==> src/rtl/core/udp_ipv4_header_checksum_macros.svh <==
// Assertion helpers for the checksum offload block.
`ifndef UDP_IPV4_HEADER_CHECKSUM_MACROS_SVH
`define UDP_IPV4_HEADER_CHECKSUM_MACROS_SVH

`ifndef SYNTHESIS
// same-cycle implication
`define UCK_ASSERT_IMPL(label, clk, rst, ante, cons) \
  label: assert property (@(posedge clk) disable iff (rst) (ante) |-> (cons)) \
    else $error("assertion failed");
// next-cycle implication
`define UCK_ASSERT_NEXT(label, clk, rst, ante, cons) \
  label: assert property (@(posedge clk) disable iff (rst) (ante) |=> (cons)) \
    else $error("assertion failed");
`else
`define UCK_ASSERT_IMPL(label, clk, rst, ante, cons)
`define UCK_ASSERT_NEXT(label, clk, rst, ante, cons)
`endif

`endif

==> src/rtl/core/udp_ck_pkg.sv <==
package udp_ck_pkg;

  localparam int FRAME_BYTES_DEF = 4096;

  localparam int SUM_W   = 16;
  localparam int COUNT_W = 12;
  localparam int LEN_W   = 12;
  localparam int FRAME_W = 13;

  localparam int ETH_BYTES  = 14;
  localparam int IPH_BYTES  = 20;
  localparam int UDPH_BYTES = 8;
  localparam int HDR_BYTES  = ETH_BYTES + IPH_BYTES + UDPH_BYTES;

  localparam logic [COUNT_W-1:0] COUNT_CAP = '1;

  localparam logic [SUM_W-1:0] ONES        = 16'hFFFF;
  localparam logic [SUM_W-1:0] IP_VER_IHL  = 16'h4500;
  localparam logic [7:0]       IP_TTL      = 8'd64;
  localparam logic [7:0]       IP_PROTO    = 8'd17;

  localparam logic [1:0] REG_SOURCE_IP   = 2'd0;
  localparam logic [1:0] REG_DEST_IP     = 2'd1;
  localparam logic [1:0] REG_SOURCE_PORT = 2'd2;
  localparam logic [1:0] REG_DEST_PORT   = 2'd3;

  // closed payload: final ones'-complement sum and byte count
  typedef struct packed {
    logic [SUM_W-1:0]   sum;
    logic [COUNT_W-1:0] count;
  } s1_t;

  // lengths and partial sums ahead of the final folds
  typedef struct packed {
    logic               err;
    logic [LEN_W-1:0]   tlen;
    logic [LEN_W-1:0]   ulen;
    logic [FRAME_W-1:0] frame;
    logic [SUM_W-1:0]   ip_pre;
    logic [SUM_W-1:0]   udp_pre;
    logic [SUM_W-1:0]   addr_sum;
    logic [SUM_W-1:0]   port_sum;
  } s2_t;

  // 16-bit ones'-complement add, end-around carry
  function automatic logic [SUM_W-1:0] oc_add(input logic [SUM_W-1:0] a,
                                              input logic [SUM_W-1:0] b);
    logic [SUM_W:0] s;
    s = {1'b0, a} + {1'b0, b};
    return s[SUM_W-1:0] + SUM_W'(s[SUM_W]);
  endfunction

endpackage

==> src/rtl/core/udp_ck_in_if.sv <==
interface udp_ck_in_if;
  logic       valid;
  logic       ready;
  logic [7:0] payload_byte;
  logic       last_byte;

  modport source (output valid, output payload_byte, output last_byte, input ready);
  modport sink   (input valid, input payload_byte, input last_byte, output ready);
endinterface

==> src/rtl/core/udp_ck_out_if.sv <==
interface udp_ck_out_if;
  logic                             valid;
  logic                             ready;
  logic                             status;
  logic [udp_ck_pkg::LEN_W-1:0]     ip_total_length;
  logic [udp_ck_pkg::SUM_W-1:0]     ip_header_checksum;
  logic [udp_ck_pkg::LEN_W-1:0]     udp_length;
  logic [udp_ck_pkg::SUM_W-1:0]     udp_checksum;
  logic [udp_ck_pkg::FRAME_W-1:0]   frame_length;

  modport source (output valid, output status, output ip_total_length,
                  output ip_header_checksum, output udp_length,
                  output udp_checksum, output frame_length, input ready);
  modport sink   (input valid, input status, input ip_total_length,
                  input ip_header_checksum, input udp_length,
                  input udp_checksum, input frame_length, output ready);
endinterface

==> src/rtl/core/udp_ipv4_header_checksum.sv <==
// UDP/IPv4 checksum offload: one payload byte accepted per cycle unless result.ready back-pressure stalls the pipeline.
// Pipeline: sum/count latched at the edge that accepts the last byte, then length
//   stage, then fold/output register; a low result.ready can stall each stage.
// Throughput: 1 item per cycle on the byte side unless stalled; one result per payload.
// Reset (rst, synchronous, active high) clears the running sum, byte count,
//   pipeline valids and the four address/port registers to zero.
module udp_ipv4_header_checksum #(
  parameter int FRAME_BYTES = udp_ck_pkg::FRAME_BYTES_DEF
) (
  input  logic        clk,
  input  logic        rst,
  // configuration write port
  input  logic        cfg_we,
  input  logic [1:0]  cfg_index,
  input  logic [31:0] cfg_data,
  // byte stream in, header fields out
  udp_ck_in_if.sink    payload,
  udp_ck_out_if.source result
);

  // address and port registers; the user must write them only while the block is idle (not enforced by the block)
  logic [31:0]                  source_ip;
  logic [31:0]                  dest_ip;
  logic [udp_ck_pkg::SUM_W-1:0] source_port;
  logic [udp_ck_pkg::SUM_W-1:0] dest_port;

  // pipeline hand-offs
  logic            s1_valid, s1_ready;
  udp_ck_pkg::s1_t s1;
  logic            s2_valid, s2_ready;
  udp_ck_pkg::s2_t s2;

  always_ff @(posedge clk) begin
    if (rst) begin
      source_ip   <= '0;
      dest_ip     <= '0;
      source_port <= '0;
      dest_port   <= '0;
    end else if (cfg_we) begin
      case (cfg_index)
        udp_ck_pkg::REG_SOURCE_IP:   source_ip   <= cfg_data;
        udp_ck_pkg::REG_DEST_IP:     dest_ip     <= cfg_data;
        udp_ck_pkg::REG_SOURCE_PORT: source_port <= cfg_data[15:0];
        udp_ck_pkg::REG_DEST_PORT:   dest_port   <= cfg_data[15:0];
        default: ;
      endcase
    end
  end

  // stage 1: end-around-carry add per byte pair, count saturating at 4095;
  // on the last byte the padded final sum and count are latched
  udp_ck_acc u_acc (
    .clk      (clk),
    .rst      (rst),
    .payload  (payload),
    .s1_valid (s1_valid),
    .s1_ready (s1_ready),
    .s1       (s1)
  );

  // stage 2: length check, lengths, address/port/length partial sums
  udp_ck_hdr #(
    .FRAME_BYTES (FRAME_BYTES)
  ) u_hdr (
    .clk         (clk),
    .rst         (rst),
    .source_ip   (source_ip),
    .dest_ip     (dest_ip),
    .source_port (source_port),
    .dest_port   (dest_port),
    .s1_valid    (s1_valid),
    .s1_ready    (s1_ready),
    .s1          (s1),
    .s2_valid    (s2_valid),
    .s2_ready    (s2_ready),
    .s2          (s2)
  );

  // stage 3: final folds, complement, zero substitution, output register
  udp_ck_out u_out (
    .clk      (clk),
    .rst      (rst),
    .s2_valid (s2_valid),
    .s2_ready (s2_ready),
    .s2       (s2),
    .result   (result)
  );

endmodule

==> src/rtl/core/udp_ck_acc.sv <==
`include "udp_ipv4_header_checksum_macros.svh"

module udp_ck_acc (
  input  logic              clk,
  input  logic              rst,
  udp_ck_in_if.sink         payload,
  output logic              s1_valid,
  input  logic              s1_ready,
  output udp_ck_pkg::s1_t   s1
);

  logic [udp_ck_pkg::SUM_W-1:0]   running_sum, running_sum_next;
  logic [udp_ck_pkg::COUNT_W-1:0] byte_count, byte_count_next;
  logic [7:0]                     held_high_byte, held_high_byte_next;
  logic                           odd_phase, odd_phase_next;

  logic                           fire;
  logic                           s1_free;
  logic [udp_ck_pkg::SUM_W-1:0]   word;
  logic [udp_ck_pkg::SUM_W-1:0]   sum_add;

  assign s1_free       = !s1_valid || s1_ready;
  assign payload.ready = s1_free;
  assign fire          = payload.valid && payload.ready;

  // a held high byte pairs with this one; a lone last byte is zero padded
  assign word    = odd_phase ? {held_high_byte, payload.payload_byte}
                             : {payload.payload_byte, 8'h00};
  assign sum_add = udp_ck_pkg::oc_add(running_sum, word);

  always_comb begin
    running_sum_next    = running_sum;
    byte_count_next     = byte_count;
    held_high_byte_next = held_high_byte;
    odd_phase_next      = odd_phase;
    if (fire) begin
      if (payload.last_byte) begin
        running_sum_next    = '0;
        byte_count_next     = '0;
        held_high_byte_next = '0;
        odd_phase_next      = 1'b0;
      end else if (odd_phase) begin
        running_sum_next    = sum_add;
        held_high_byte_next = '0;
        odd_phase_next      = 1'b0;
        byte_count_next     = (byte_count == udp_ck_pkg::COUNT_CAP) ? byte_count
                                                                    : byte_count + 1'b1;
      end else begin
        held_high_byte_next = payload.payload_byte;
        odd_phase_next      = 1'b1;
        byte_count_next     = (byte_count == udp_ck_pkg::COUNT_CAP) ? byte_count
                                                                    : byte_count + 1'b1;
      end
    end
  end

  always_ff @(posedge clk) begin
    if (rst) begin
      running_sum    <= '0;
      byte_count     <= '0;
      held_high_byte <= '0;
      odd_phase      <= 1'b0;
      s1_valid       <= 1'b0;
    end else begin
      running_sum    <= running_sum_next;
      byte_count     <= byte_count_next;
      held_high_byte <= held_high_byte_next;
      odd_phase      <= odd_phase_next;
      if (s1_free) begin
        s1_valid <= fire && payload.last_byte;
      end
    end
  end

  always_ff @(posedge clk) begin
    if (s1_free && fire && payload.last_byte) begin
      s1.sum   <= sum_add;
      s1.count <= (byte_count == udp_ck_pkg::COUNT_CAP) ? byte_count
                                                        : byte_count + 1'b1;
    end
  end

  `UCK_ASSERT_NEXT(a_clear_after_last, clk, rst, fire && payload.last_byte, byte_count == '0 && !odd_phase && s1_valid)
  `UCK_ASSERT_NEXT(a_s1_hold, clk, rst, s1_valid && !s1_ready, s1_valid && $stable(s1))
  `UCK_ASSERT_IMPL(a_ready_when_empty, clk, rst, !s1_valid, payload.ready)

endmodule

==> src/rtl/core/udp_ck_hdr.sv <==
module udp_ck_hdr #(
  parameter int FRAME_BYTES = udp_ck_pkg::FRAME_BYTES_DEF
) (
  input  logic                           clk,
  input  logic                           rst,
  input  logic [31:0]                    source_ip,
  input  logic [31:0]                    dest_ip,
  input  logic [udp_ck_pkg::SUM_W-1:0]   source_port,
  input  logic [udp_ck_pkg::SUM_W-1:0]   dest_port,
  input  logic                           s1_valid,
  output logic                           s1_ready,
  input  udp_ck_pkg::s1_t                s1,
  output logic                           s2_valid,
  input  logic                           s2_ready,
  output udp_ck_pkg::s2_t                s2
);

  localparam int MAX_LOAD = FRAME_BYTES - udp_ck_pkg::HDR_BYTES;

  udp_ck_pkg::s2_t                s2_next;
  logic [udp_ck_pkg::LEN_W-1:0]   ulen;
  logic [udp_ck_pkg::SUM_W-1:0]   len_pair;

  assign s1_ready = !s2_valid || s2_ready;

  always_comb begin
    ulen     = s1.count + udp_ck_pkg::LEN_W'(udp_ck_pkg::UDPH_BYTES);
    // UDP length appears twice: pseudo-header and UDP header; protocol rides along
    len_pair = {3'b000, ulen, 1'b0} + udp_ck_pkg::SUM_W'(udp_ck_pkg::IP_PROTO);

    s2_next.err      = s1.count > udp_ck_pkg::COUNT_W'(MAX_LOAD);
    s2_next.ulen     = ulen;
    s2_next.tlen     = ulen + udp_ck_pkg::LEN_W'(udp_ck_pkg::IPH_BYTES);
    s2_next.frame    = {1'b0, s1.count} + udp_ck_pkg::FRAME_W'(udp_ck_pkg::HDR_BYTES);
    // no wrap: constant words plus a 12-bit length stay below 0xFFFF
    s2_next.ip_pre   = udp_ck_pkg::IP_VER_IHL + {udp_ck_pkg::IP_TTL, udp_ck_pkg::IP_PROTO}
                     + udp_ck_pkg::SUM_W'(s2_next.tlen);
    s2_next.udp_pre  = udp_ck_pkg::oc_add(len_pair, s1.sum);
    s2_next.addr_sum = udp_ck_pkg::oc_add(udp_ck_pkg::oc_add(source_ip[31:16], source_ip[15:0]),
                                          udp_ck_pkg::oc_add(dest_ip[31:16], dest_ip[15:0]));
    s2_next.port_sum = udp_ck_pkg::oc_add(source_port, dest_port);
  end

  always_ff @(posedge clk) begin
    if (rst) begin
      s2_valid <= 1'b0;
    end else if (s1_ready) begin
      s2_valid <= s1_valid;
    end
  end

  always_ff @(posedge clk) begin
    if (s1_ready && s1_valid) begin
      s2 <= s2_next;
    end
  end

endmodule

==> src/rtl/core/udp_ck_out.sv <==
`include "udp_ipv4_header_checksum_macros.svh"

module udp_ck_out (
  input  logic              clk,
  input  logic              rst,
  input  logic              s2_valid,
  output logic              s2_ready,
  input  udp_ck_pkg::s2_t   s2,
  udp_ck_out_if.source      result
);

  logic [udp_ck_pkg::SUM_W-1:0] ip_ck;
  logic [udp_ck_pkg::SUM_W-1:0] udp_fold;
  logic [udp_ck_pkg::SUM_W-1:0] udp_ck;
  logic                         res_valid;

  assign s2_ready     = !res_valid || result.ready;
  assign result.valid = res_valid;

  always_comb begin
    ip_ck    = ~udp_ck_pkg::oc_add(s2.ip_pre, s2.addr_sum);
    udp_fold = ~udp_ck_pkg::oc_add(udp_ck_pkg::oc_add(s2.addr_sum, s2.port_sum), s2.udp_pre);
    // a computed zero goes out as all ones
    udp_ck   = (udp_fold == '0) ? udp_ck_pkg::ONES : udp_fold;
  end

  always_ff @(posedge clk) begin
    if (rst) begin
      res_valid <= 1'b0;
    end else if (s2_ready) begin
      res_valid <= s2_valid;
    end
  end

  always_ff @(posedge clk) begin
    if (s2_ready && s2_valid) begin
      result.status <= s2.err;
      if (s2.err) begin
        result.ip_total_length    <= '0;
        result.ip_header_checksum <= '0;
        result.udp_length         <= '0;
        result.udp_checksum       <= '0;
        result.frame_length       <= '0;
      end else begin
        result.ip_total_length    <= s2.tlen;
        result.ip_header_checksum <= ip_ck;
        result.udp_length         <= s2.ulen;
        result.udp_checksum       <= udp_ck;
        result.frame_length       <= s2.frame;
      end
    end
  end

  `UCK_ASSERT_IMPL(a_err_zero, clk, rst, res_valid && result.status, result.ip_total_length == '0 && result.udp_checksum == '0 && result.frame_length == '0)
  `UCK_ASSERT_IMPL(a_udp_nonzero, clk, rst, res_valid && !result.status, result.udp_checksum != '0)
  `UCK_ASSERT_IMPL(a_len_rel, clk, rst, res_valid && !result.status, result.ip_total_length == result.udp_length + 12'd20 && result.frame_length == {1'b0, result.ip_total_length} + 13'd14)

endmodule
==> src/flat_wrapper.sv <==
// flat-port wrapper written by rule: the top's interface ports become plain ports
module udp_ipv4_header_checksum_flat 
#(
  parameter int FRAME_BYTES = udp_ck_pkg::FRAME_BYTES_DEF
)
  (clk, rst, cfg_we, cfg_index, cfg_data, payload_valid, payload_payload_byte, payload_last_byte, payload_ready, result_valid, result_status, result_ip_total_length, result_ip_header_checksum, result_udp_length, result_udp_checksum, result_frame_length, result_ready);
  udp_ck_in_if payload_i ();
  udp_ck_out_if result_i ();
  input  logic clk;
  input  logic rst;
  input  logic cfg_we;
  input  logic [1:0] cfg_index;
  input  logic [31:0] cfg_data;
  input wire logic [$bits(payload_i.valid)-1:0] payload_valid;
  input wire logic [$bits(payload_i.payload_byte)-1:0] payload_payload_byte;
  input wire logic [$bits(payload_i.last_byte)-1:0] payload_last_byte;
  output wire logic [$bits(payload_i.ready)-1:0] payload_ready;
  output wire logic [$bits(result_i.valid)-1:0] result_valid;
  output wire logic [$bits(result_i.status)-1:0] result_status;
  output wire logic [$bits(result_i.ip_total_length)-1:0] result_ip_total_length;
  output wire logic [$bits(result_i.ip_header_checksum)-1:0] result_ip_header_checksum;
  output wire logic [$bits(result_i.udp_length)-1:0] result_udp_length;
  output wire logic [$bits(result_i.udp_checksum)-1:0] result_udp_checksum;
  output wire logic [$bits(result_i.frame_length)-1:0] result_frame_length;
  input wire logic [$bits(result_i.ready)-1:0] result_ready;
  assign payload_i.valid = payload_valid;
  assign payload_i.payload_byte = payload_payload_byte;
  assign payload_i.last_byte = payload_last_byte;
  assign payload_ready = payload_i.ready;
  assign result_valid = result_i.valid;
  assign result_status = result_i.status;
  assign result_ip_total_length = result_i.ip_total_length;
  assign result_ip_header_checksum = result_i.ip_header_checksum;
  assign result_udp_length = result_i.udp_length;
  assign result_udp_checksum = result_i.udp_checksum;
  assign result_frame_length = result_i.frame_length;
  assign result_i.ready = result_ready;
  udp_ipv4_header_checksum #(.FRAME_BYTES(FRAME_BYTES)) u_core (.clk(clk), .rst(rst), .cfg_we(cfg_we), .cfg_index(cfg_index), .cfg_data(cfg_data), .payload(payload_i), .result(result_i));
endmodule
==> config.mk <==
export PLATFORM = sky130hd
export DESIGN_NAME = udp_ipv4_header_checksum_flat
export DESIGN_NICKNAME = d
export VERILOG_FILES = /design/src/rtl/core/udp_ck_pkg.sv /design/src/rtl/core/udp_ck_in_if.sv /design/src/rtl/core/udp_ck_out_if.sv /design/src/rtl/core/udp_ipv4_header_checksum.sv /design/src/rtl/core/udp_ck_acc.sv /design/src/rtl/core/udp_ck_hdr.sv /design/src/rtl/core/udp_ck_out.sv /design/src/flat_wrapper.sv
export VERILOG_INCLUDE_DIRS = /design/src /design/src/rtl/core
export SDC_FILE = /design/constraint.sdc
export NUM_CORES = 1
export LEC_CHECK = 0
export BUFFER_PORTS_ARGS = -buffer_cell sky130_fd_sc_hd__buf_2
export CAP_MARGIN = 15
export CORE_MARGIN = 2
export CORE_UTILIZATION = 60
export DETAILED_ROUTE_END_ITERATION = 8
export PLACE_DENSITY = 0.76
export SLEW_MARGIN = 0
export SYNTH_ARGS = -nofsm -noshare
export SYNTH_HDL_FRONTEND = slang
export SYNTH_HIERARCHICAL = 1
export SYNTH_SLANG_ARGS = --single-unit
==> constraint.sdc <==
create_clock -name clk -period 10.8 [get_ports clk]
set_clock_uncertainty 0.05 [all_clocks]
set_input_delay 1.08 -clock clk [delete_from_list [all_inputs] [get_ports clk]]
set_output_delay 1.08 -clock clk [all_outputs]
set_load 0.005 [all_outputs]
==> impl_metrics.tcl <==
set metrics [dict create \
    firstDrtPassIters 6 \
    worst_ep_arrival_ps 8950 \
    fp.dieH_um 199 \
    critPathLaunchType "flip-flop" \
    setup_viol_count_final 0 \
    max_freq_mhz 116 \
    holdPathEnd "u_core/u_acc/held_high_byte[1]" \
    vias 17600 \
    synthDistinctLibCells 122 \
    cts.root.buffer_cell "sky130_fd_sc_hd__clkbuf_16" \
    timing_worst_slew_pin_value_ps 994 \
    detailed_route_vias_per_instance 6.03 \
    drt_iter0_markers 1362 \
    initial_core_util 0.608 \
    cell_types_with_the_largest_area_share_after_synthesis "sky130_fd_sc_hd__edfxtp_1 (25%), sky130_fd_sc_hd__dfxtp_1 (12%), sky130_fd_sc_hd__ha_1 (9.9%), sky130_fd_sc_hd__xnor2_1 (5.8%), sky130_fd_sc_hd__mux2i_1 (4.5%)" \
    wirelength_um 54900 \
    cp_slowest_cell "sky130_fd_sc_hd__or4b_1" \
    detailedPlace.worstSlack_ps 2320 \
    cellLeakagePower_nw 10.3 \
    dpl.cell_count 2853 \
    timing.final.crit_period_ps 8610 \
    worstPathRequired_ps 11140 \
    tritoncts.num_buffers 38 \
    dieArea_um2 39800 \
    tritoncts_clock_tree "built" \
    timing.critical_path.mode_cell "sky130_fd_sc_hd__ha_1" \
    asyncSetResetFlopFracSynth 0 \
    final.fill_count 3000 \
    regToRegEndpoint "u_core/u_out/result.udp_checksum[4]" \
    number_of_levels_the_h_tree_was_split_into 2 \
    synthesis.area_um2 22900 \
    worst-r2r-setup-slack_ps 2190 \
    final_nets 2623 \
    totalPowerFinal_mw 3.51 \
    track_usage 0.279 \
    numClockSinks 330 \
    clock_transition_at_path_regs_ps 60 \
    overflow 0 \
    final-hold-violation-count 0 \
    post_route_cells_drive_above_1_share 0.118 \
    cts.repair.resized 0 \
    outcome "finished, final reports clean" \
    syn_area_per_cell_um2 10.0 \
    yosys_warnings 6 \
    synth.top_cell.area_share 0.254 \
    gp_congestion 0.924 \
    timing.slew.headroom 0.337 \
    yosys.area.top_type "sky130_fd_sc_hd__edfxtp_1" \
    synthToLayoutAreaGrowth_pct 9.21 \
    post_synth_inst_count 2292 \
    antenna_cells_inserted 0 \
    slowest_delay_ps 590 \
    clk-insertion-delay-late_ps 560 \
    crit_type "flip-flop to flip-flop" \
    final_max_slew_viol_count 0 \
    die-width_um 199 \
    min-delay-start "u_core/u_acc/held_high_byte[1]" \
    post_layout_nonfiller_instances 2925 \
    synth_top_flop_cell "sky130_fd_sc_hd__edfxtp_1" \
    post_drt_antenna_nets 0 \
    ir_worst_vdd_mv 0.127 \
    r2r_cells 36 \
    fin_crit_sh 0.797 \
    rows 71 \
    ios 120 \
    grt_first_pass_wirelength_um 88200 \
    cts-root-to-sink-buffers 3 \
    rsz0062_at_grt "no" \
    first_global_vias 17100 \
    finalSetupTns_ps 0 \
    max-cap-violations 0 \
    crit-reg2reg-launch "u_core/u_hdr/s2[16]" \
    grt_max_degree 121 \
    critical_path_peak_fanout 15 \
    cts.hold.buffers_added 0 \
    postCtsSetupBuffers 0 \
    core_area_um2 37700 \
    grt_antenna_before_repair 1 \
    route.detailed.drc 0 \
    postLayoutSetupSlackWorst_ps 2190 \
    synth_seq_area_share 0.373 \
    worstHoldPathType "flip-flop to flip-flop" \
    routed_wire_length_per_instance_um 18.8 \
    detailed_place_hpwl_um 41800 \
    min_path_cells 2 \
    power-per-cell-area_nw_per_um2 140 \
    placement.io_buffers 119 \
    kind_of_capture_point_of_the_worst_setup_path "flip-flop" \
    number_of_enable_flip_flop_cells_after_synthesis 194 \
    postSynthRegisterBits 330 \
]
-- worst max-delay path: cells and delay by family, from the launching register on --
family,cells,cell delay [ps]
and+or+nand+nor,15,3420
AOI/OAI and AO/OA,12,2590
adders and majority gates,6,1530
xor gates and xnor gates,2,420
DFF,1,360
buffers and inverters,1,50
-- metal layers --
layer  vias to the layer above  global-route usage  routed length [µm]  part of all wire
li1                       8618                   -                   -                 -
met1                      8467               0.364               24300              0.44
met3                        92              0.0322                2460             0.045
met4                         2              0.0977                1650             0.030
met2                       466               0.482               26500              0.48
met5                         -                   0                  17           0.00031
-- how the worst max path moves through the flow --
stage                         from                                   end  slack (ps)
4_1_cts        u_core/u_hdr/s2[16]   u_core/u_out/result.udp_checksum[4]        2280
3_5_place_dp   u_core/u_hdr/s2[16]   u_core/u_out/result.udp_checksum[4]        2320
3_3_place_gp   u_core/u_hdr/s2[16]   u_core/u_out/result.udp_checksum[6]        2430
5_1_grt        u_core/u_hdr/s2[16]   u_core/u_out/result.udp_checksum[4]        1350
6_report       u_core/u_hdr/s2[16]   u_core/u_out/result.udp_checksum[4]        2190
2_1_floorplan  u_core/u_hdr/s2[16]  u_core/u_out/result.udp_checksum[13]        3470
-- layout make-up --
cell class | count | area, µm² | area share
tap | 511 | 639 | 0.0255
inverter | 83 | 312 | 0.0124
timing repair buffer | 128 | 673 | 0.0269
multi-input combinational | 1803 | 13700 | 0.545
clock buffer | 52 | 1030 | 0.0413
clock inverter | 18 | 168 | 0.00670
sequential | 330 | 8550 | 0.342
-- sequential cells by signal, summed over array words and instances (netlist names), 8 cells and up --
register and cells:
u_core/u_acc/running_sum 16, u_core/source_ip 32, u_core/u_acc/held_high_byte 8, u_core/u_out/result.udp_checksum 16, u_core/u_out/result.frame_length 13, u_core/u_hdr/s2 96
u_core/source_port 16, u_core/u_out/result.ip_header_checksum 16, u_core/dest_ip 32, u_core/u_acc/byte_count 12, u_core/dest_port 16, u_core/u_out/result.udp_length 12
u_core/u_acc/s1 28, u_core/u_out/result.ip_total_length 12
-- synthesized netlist by cell type, types with 15 or more instances --
| master | count |
|---|---|
| sky130_fd_sc_hd__nor2_1 | 144 |
| sky130_fd_sc_hd__nor2b_1 | 59 |
| sky130_fd_sc_hd__nand2_1 | 93 |
| sky130_fd_sc_hd__edfxtp_1 | 194 |
| sky130_fd_sc_hd__xnor2_1 | 152 |
| sky130_fd_sc_hd__nor3_1 | 49 |
| sky130_fd_sc_hd__inv_1 | 81 |
| sky130_fd_sc_hd__nand2b_1 | 151 |
| sky130_fd_sc_hd__a22o_1 | 17 |
| sky130_fd_sc_hd__xor2_1 | 82 |
| sky130_fd_sc_hd__a21oi_1 | 99 |
| sky130_fd_sc_hd__or2_2 | 15 |
| sky130_fd_sc_hd__nor4_1 | 15 |
| sky130_fd_sc_hd__or3_1 | 26 |
| sky130_fd_sc_hd__clkbuf_1 | 39 |
| sky130_fd_sc_hd__o21ai_0 | 61 |
| sky130_fd_sc_hd__ha_1 | 182 |
| sky130_fd_sc_hd__and3_1 | 27 |
| sky130_fd_sc_hd__and2_1 | 26 |
| sky130_fd_sc_hd__mux2i_1 | 104 |
| sky130_fd_sc_hd__buf_4 | 15 |
| sky130_fd_sc_hd__dfxtp_1 | 136 |
| sky130_fd_sc_hd__nand4_1 | 33 |
| sky130_fd_sc_hd__o21a_1 | 27 |
| sky130_fd_sc_hd__a211oi_1 | 21 |
| sky130_fd_sc_hd__o31ai_1 | 15 |
| sky130_fd_sc_hd__a21o_1 | 43 |
| sky130_fd_sc_hd__nand3_1 | 67 |
-- cells in the final DEF, fill, tap and decap left out, types with 43 or more instances in the layout --
master / Yosys / final
sky130_fd_sc_hd__edfxtp_1: 194 / 194
sky130_fd_sc_hd__ha_1: 182 / 182
sky130_fd_sc_hd__xnor2_1: 152 / 152
sky130_fd_sc_hd__nand2b_1: 151 / 151
sky130_fd_sc_hd__nor2_1: 144 / 144
sky130_fd_sc_hd__dfxtp_1: 136 / 136
sky130_fd_sc_hd__buf_2: 13 / 118
sky130_fd_sc_hd__mux2i_1: 104 / 104
sky130_fd_sc_hd__a21oi_1: 99 / 99
sky130_fd_sc_hd__nand2_1: 93 / 93
sky130_fd_sc_hd__xor2_1: 82 / 82
sky130_fd_sc_hd__inv_1: 81 / 81
sky130_fd_sc_hd__nand3_1: 67 / 67
sky130_fd_sc_hd__o21ai_0: 61 / 61
sky130_fd_sc_hd__nor2b_1: 59 / 59
sky130_fd_sc_hd__nor3_1: 49 / 49
sky130_fd_sc_hd__a21o_1: 43 / 43
-- cells by family (layout without fill, tap and decap cells) --
kind of cell | after synthesis | count (layout) | share of synthesized area
other cells | 2 | 3 | 0.000328
buf+inv | 160 | 281 | 0.0321
flops | 330 | 330 | 0.373
xor+xnor | 239 | 239 | 0.0933
compound gates | 469 | 469 | 0.149
fa+ha+maj | 191 | 191 | 0.107
simple gates | 788 | 788 | 0.195
mux | 113 | 113 | 0.0499
-- through the flow --
stage | utilization | cell area, µm² | hold WS, ps
6_report | 0.664 | 25000 | 400
2_1_floorplan | - | 22900 | 378
4_1_cts | 0.664 | 25000 | 398
3_5_place_dp | 0.632 | 23800 | 390
3_3_place_gp | 0.632 | 23800 | 386
5_1_grt | 0.664 | 25000 | 408
-- power by group --
part	total, mW	internal, mW	switching [mW]
Sequential	1.42	1.39	0.0261
Clock	1.25	0.727	0.524
Combinational	0.840	0.319	0.521
(Power assumes the default switching activity.)
